--- config.mk ---
export PLATFORM = sky130hd
export DESIGN_NAME = pqs_ctrl
export DESIGN_NICKNAME = d
export VERILOG_FILES = /design/src/hdl/pqs_pkg.sv /design/src/hdl/pqs_ctrl.sv
export SDC_FILE = /design/constraint.sdc
export NUM_CORES = 1
export LEC_CHECK = 0
export CAP_MARGIN = 40
export CORE_AREA = 5 5 42 44
export CTS_BUF_LIST = sky130_fd_sc_hd__clkbuf_8
export DETAILED_ROUTE_END_ITERATION = 12
export DIE_AREA = 0 0 47 49
export DONT_BUFFER_PORTS = 1
export MAX_ROUTING_LAYER = met4
export SETUP_SLACK_MARGIN = 0.2
export SLEW_MARGIN = 20
export SYNTH_ARGS = -nofsm -noshare
export SYNTH_HDL_FRONTEND = slang
export SYNTH_SLANG_ARGS = --single-unit
--- constraint.sdc ---
create_clock -name clk -period 1.39 [get_ports clk]
set_input_delay 0.3475 -clock clk [delete_from_list [all_inputs] [get_ports clk]]
set_output_delay 0.3475 -clock clk [all_outputs]
set_load 0.05 [all_outputs]
--- src/hdl/pqs_pkg.sv ---
// shared types and constants for the port queue priority scheduler
`timescale 1ns / 1ps
`default_nettype none

package pqs_pkg;

    // field widths of the words on both channels
    localparam int PORT_W      = 3;
    localparam int PRIO_W      = 8;
    localparam int PAYLOAD_W   = 32;
    localparam int KIND_W      = 2;
    localparam int STATUS_W    = 2;

    // configuration register widths and indexes
    localparam int CFG_PORTS_W = 4;
    localparam int CFG_LIMIT_W = 5;
    localparam int CFG_DATA_W  = 5;
    localparam int CFG_IDX_W   = 1;

    localparam logic [CFG_IDX_W-1:0]   CFG_IDX_PORTS = 1'b0;
    localparam logic [CFG_IDX_W-1:0]   CFG_IDX_LIMIT = 1'b1;

    localparam logic [CFG_PORTS_W-1:0] RESET_PORTS   = 4'd8;
    localparam logic [CFG_LIMIT_W-1:0] RESET_LIMIT   = 5'd16;

    // request codes
    localparam logic REQ_RECEIVE = 1'b0;
    localparam logic REQ_ROUND   = 1'b1;

    // result kind codes
    localparam logic [KIND_W-1:0] KIND_STATUS = 2'd0;
    localparam logic [KIND_W-1:0] KIND_PACKET = 2'd1;
    localparam logic [KIND_W-1:0] KIND_EMPTY  = 2'd2;

    // receive status codes
    localparam logic [STATUS_W-1:0] ST_ACCEPTED = 2'd0;
    localparam logic [STATUS_W-1:0] ST_BAD_PORT = 2'd1;
    localparam logic [STATUS_W-1:0] ST_DROPPED  = 2'd2;

    typedef struct packed {
        logic                 req_type;
        logic [PORT_W-1:0]    port;
        logic [PRIO_W-1:0]    prio;
        logic [PAYLOAD_W-1:0] payload_tag;
    } in_word_t;

    typedef struct packed {
        logic [KIND_W-1:0]    kind;
        logic [STATUS_W-1:0]  status;
        logic [PORT_W-1:0]    out_port;
        logic [PRIO_W-1:0]    out_prio;
        logic [PAYLOAD_W-1:0] out_payload;
        logic                 last;
    } out_word_t;

    // one queued packet descriptor
    typedef struct packed {
        logic [PRIO_W-1:0]    prio;
        logic [PAYLOAD_W-1:0] payload;
    } entry_t;

    // controller to datapath
    typedef struct packed {
        logic accept;
        logic recv;
        logic scan_step;
        logic emit_pkt;
        logic emit_empty;
    } ctrl_cmd_t;

    // datapath to controller
    typedef struct packed {
        logic in_is_round;
        logic scan_last;
        logic round_empty;
        logic out_free;
        logic pkt_last;
    } dp_status_t;

endpackage

`default_nettype wire

--- src/hdl/pqs_ctrl.sv ---
// controller state machine: sequences receive, scan, sort drain and emission
`timescale 1ns / 1ps
`default_nettype none

module pqs_ctrl
(
    input  wire logic               clk,
    input  wire logic               rst_n,
    input  wire logic               in_valid,
    output logic                    in_stall,
    input  wire pqs_pkg::dp_status_t status,
    output pqs_pkg::ctrl_cmd_t      cmd
);
    import pqs_pkg::*;

    typedef enum logic [5:0] {
        S_IDLE  = 6'b000001,
        S_RECV  = 6'b000010,
        S_SCAN  = 6'b000100,
        S_DRAIN = 6'b001000,
        S_EMIT  = 6'b010000,
        S_EMPTY = 6'b100000
    } state_t;

    state_t state_reg;
    state_t state_next;

    // state register
    always_ff @(posedge clk or negedge rst_n)
    begin
        if (!rst_n)
        begin
            state_reg <= S_IDLE;
        end
        else
        begin
            state_reg <= state_next;
        end
    end

    // input side is open only between items
    assign in_stall = (state_reg != S_IDLE);

    // next state and commands
    always_comb
    begin
        state_next = state_reg;
        cmd        = '0;
        unique case (state_reg)
            S_IDLE:
            begin
                if (in_valid)
                begin
                    cmd.accept = 1'b1;
                    state_next = status.in_is_round ? S_SCAN : S_RECV;
                end
            end
            S_RECV:
            begin
                if (status.out_free)
                begin
                    cmd.recv   = 1'b1;
                    state_next = S_IDLE;
                end
            end
            S_SCAN:
            begin
                cmd.scan_step = 1'b1;
                if (status.scan_last)
                begin
                    state_next = S_DRAIN;
                end
            end
            S_DRAIN:
            begin
                state_next = status.round_empty ? S_EMPTY : S_EMIT;
            end
            S_EMIT:
            begin
                if (status.out_free)
                begin
                    cmd.emit_pkt = 1'b1;
                    if (status.pkt_last)
                    begin
                        state_next = S_IDLE;
                    end
                end
            end
            S_EMPTY:
            begin
                if (status.out_free)
                begin
                    cmd.emit_empty = 1'b1;
                    state_next     = S_IDLE;
                end
            end
            default:
            begin
                state_next = S_IDLE;
            end
        endcase
    end

    // an accepted word always starts work
    a_accept_leaves_idle: assert property (@(posedge clk) disable iff (!rst_n)
        (in_valid && !in_stall) |=> (state_reg != S_IDLE))
        else $error("accepted word did not start work");

endmodule

`default_nettype wire

==> summary.md <==
| Metric | Value |
|---|---|
| Post-Synth Adder-Cell Area | `0%` |
| Clock sinks | `6` |
| Post-DP HPWL | `between 700 and 800 µm` |
| Vias in the first global route | `447` |
| Routability cong. | `around 0.74` |
| Antenna Violating Nets Remaining | `0` |
| RSZ-0062 raised after global routing | `yes` |
| Die H | `49 µm` |
| Fin crit period | `1.82 ns` |
| Routed wire length | `1.33 mm` |
| Failing checks | `setup timing` |
| Slew @ Worst Pin | `0.287 ns` |
| WL/cell | `around 16 µm` |
| GRT overflow | `0` |
| Uppermost layer routed | `met4` |
| Xor-xnor portion of the synthesized cell area | `roughly 2.5%` |
| Final cycle utilization of the critical path | `131%` |
| Mean Syn Cell Area | `between 9 and 10 µm²` |
| Antenna violations before repair | `0` |
| Post-Syn Instances | `37` |
| Worst-path clk slew | `0.04 ns` |
| Seq/Total Area, Yosys | `43.8%` |
| Worst Hold Class | `in -> reg` |
| Synth Area in Compound Gates | `10.9%` |
| Die footprint | `2300 µm²` |
| Detailed Routing Iterations Pass 1 | `4` |
| Setup_tns | `-3.19 ns` |
| Metal3 WL | `57 µm` |
| Static Leak | `0.000366 µW` |
| Synth cell types | `20` |
| Die width | `47 µm` |
| Fin nets | `76` |
| Pins over their slew limit | `0` |
| Area growth, synth to finish | `139%` |
| VDD IR-drop max | `1.15 mV` |
| H-tree levels | `1` |
| CP Capture Type | `primary output` |
| Critical Path RT | `between 1 and 1.5 ns` |
| Synth warn | `0` |
| Starting density of the core | `24.6%` |
| Post-Synth Simple-Gate Area | `38.4%` |
| Final setup fails | `11` |
| Root Driver | `clkbuf_8` |
| FP Rows | `14` |
| GRT Total Usage | `12.6%` |
| Layout cells sized above 1 | `74.6%` |
| First-pass GRT wire length | `roughly 2 mm` |
| Post-layout util | `59.0%` |
| Worst setup margin | `-0.427 ns` |
| Power Density | `1730 nW/µm²` |
| Main combinational cell family by area after synthesis | `simple AND/OR/NAND/NOR gates` |
| Placeable Area | `1400 µm²` |
| IO Count | `14` |
| Metal-1 WL | `490 µm` |
| CTS tree | `done` |
| Largest net degree at the start of global routing | `7` |
| Max Cap Violations | `0` |
| Max FFs per register | `6` |
| Synth Net Count | `45` |
| Flops & latches, synth | `6` |
| Crit Path Category | `reg -> out` |
| Total CTS buffers | `3` |
| Critical path fanouts, max | `4` |
| Final hold vios | `0` |
| Vias post-DR | `between 400 and 500` |
| Maximum buffer depth of the clock tree | `2` |
| Status | `complete, but fails checks` |
| Worst path arrival time | `1.47 ns` |
| Met2 wire length | `758 µm` |
| Slew headroom | `80.8%` |
| Clk Latency, worst-skew pair | `0.22 ns` |
| Drc violations | `0` |
| Iter 0 DRT Violations | `13` |
| Vias per cell | `4.90` |
| FMAX | `550 MHz` |
| Clock Skew | `0.00201 ns` |
| Post-Syn Area | `345 µm²` |
| ANT cells | `0` |
| Port Buffer Count | `0` |
| Multiplexer area fraction after synthesis | `0%` |
| CP startpoint kind | `register` |
## cells in the mapped netlist, drive strengths merged
cell type,number,area (µm²)
dfrtp,5,125
inv,4,15.0
nand3,3,15.0
o2bb2ai,3,26.3
and3,2,12.5
nand2,2,7.51
nand2b,2,12.5
nand3b,2,15.0
nor2,2,7.51
nor4,2,18.8
nor4b,2,17.5
and2,1,6.26
and2b,1,8.76
dfstp,1,26.3
nand4,1,6.26
nor3,1,5.00
o21ai,1,5.00
o22ai,1,6.26
xor2,1,8.76
## what timing repair did
item	in CTS	in global routing
endpoints found under the setup margin	12	12
setup buffers	10	2
hold endpoints to repair	6	0
hold buffers	1	0
pin swaps	7	3
resized for setup	14	13
## metal layers
layer	track usage, %	vias to the layer above
met1	13.8	198
met3	3.69	3
met2	19.7	12
li1	-	194
met4	6.91	0
met5	-	-
## path summary, 6_finish.rpt
path	startpoint	endpoint	slack (ns)	cells after the start
max	state_reg[4]	cmd[2]	-0.43	3
min	status[4]	state_reg[1]	0.20	1
max reg2reg	state_reg[0]	state_reg[0]	-0.38	10
min reg2reg	state_reg[1]	state_reg[4]	0.67	3
max in group asynchronous	rst_n	state_reg[0]	0.67	1
min in group asynchronous	rst_n	state_reg[4]	0.44	1
## where the power goes
part / switching, µW / internal (µW) / leakage (µW)
combinational: 419 / 470 / 0.000265
clock: 80.5 / 190 / 0.0000269
sequential: 49.7 / 220 / 0.0000744
## logic make-up (layout without fill, tap and decap cells)
| family | Yosys count | count (layout) |
|---|---|---|
| buffers and inverters | 4 | 34 |
| AOI/OAI and AO/OA | 5 | 5 |
| xor gates and xnor gates | 1 | 1 |
| and+or+nand+nor | 21 | 21 |
| DFF | 6 | 6 |
## per-stage QoR
step / cell area [µm²] / hold WS [ns] / setup WS [ns] / std cells / power (µW)
6_report: 827 / 0.198 / -0.427 / 83 / 1430
5_1_grt: 827 / 0.188 / -0.499 / 83 / 1500
4_1_cts: 753 / 0.196 / -0.343 / 81 / 1310
3_5_place_dp: 554 / 0.0520 / -0.144 / 66 / 748
3_3_place_gp: 554 / 0.0520 / -0.118 / 66 / 744
2_1_floorplan: 399 / 0.0519 / -0.267 / 37 / 584
## critical path: stages, from the launching register on
cell	delay [ns]
dfrtp_2	0.43
nor4_4	0.31
nand3b_1	0.22
clkinvlp_4	0.27
## cells in the final DEF (no fill, tap or decap)
master         synthesis  final
clkinvlp_4             0      1
nor2_2                 0      1
nor4b_4                0      1
buf_8                  0      1
buf_6                  0      9
nor2_4                 0      1
inv_1                  4      2
o2bb2ai_2              0      1
nand3_2                0      1
dfstp_2                1      1
o22ai_2                0      1
nor3_1                 1      1
nand2_1                2      1
buf_4                  0     11
nand4_1                1      1
and3_2                 0      1
nand2_4                0      1
buf_12                 0      4
and3_4                 0      1
o21ai_1                0      1
nor4b_2                0      1
inv_4                  0      1
o2bb2ai_4              0      1
dfrtp_1                5      2
and2_1                 1      1
clkinv_4               0      1
clkbuf_8               0      3
and2b_2                1      1
xor2_2                 0      1
dfrtp_2                0      3
nor4_4                 0      2
nand3_1                3      2
dlygate4sd3_1          0      1
nand3b_1               2      2
nand2b_1               2      2
o2bb2ai_1              3      1
## cell type report
type,instances,area (µm²)
clock inverters,1,3.75
clock buffers,3,41.3
fillers,107,574
multi-input cells,27,292
well taps,16,20.0
inverters,4,26.3
repair buffers,26,289
flip-flops and latches,6,155
Power figures use the tool's default switching activity.
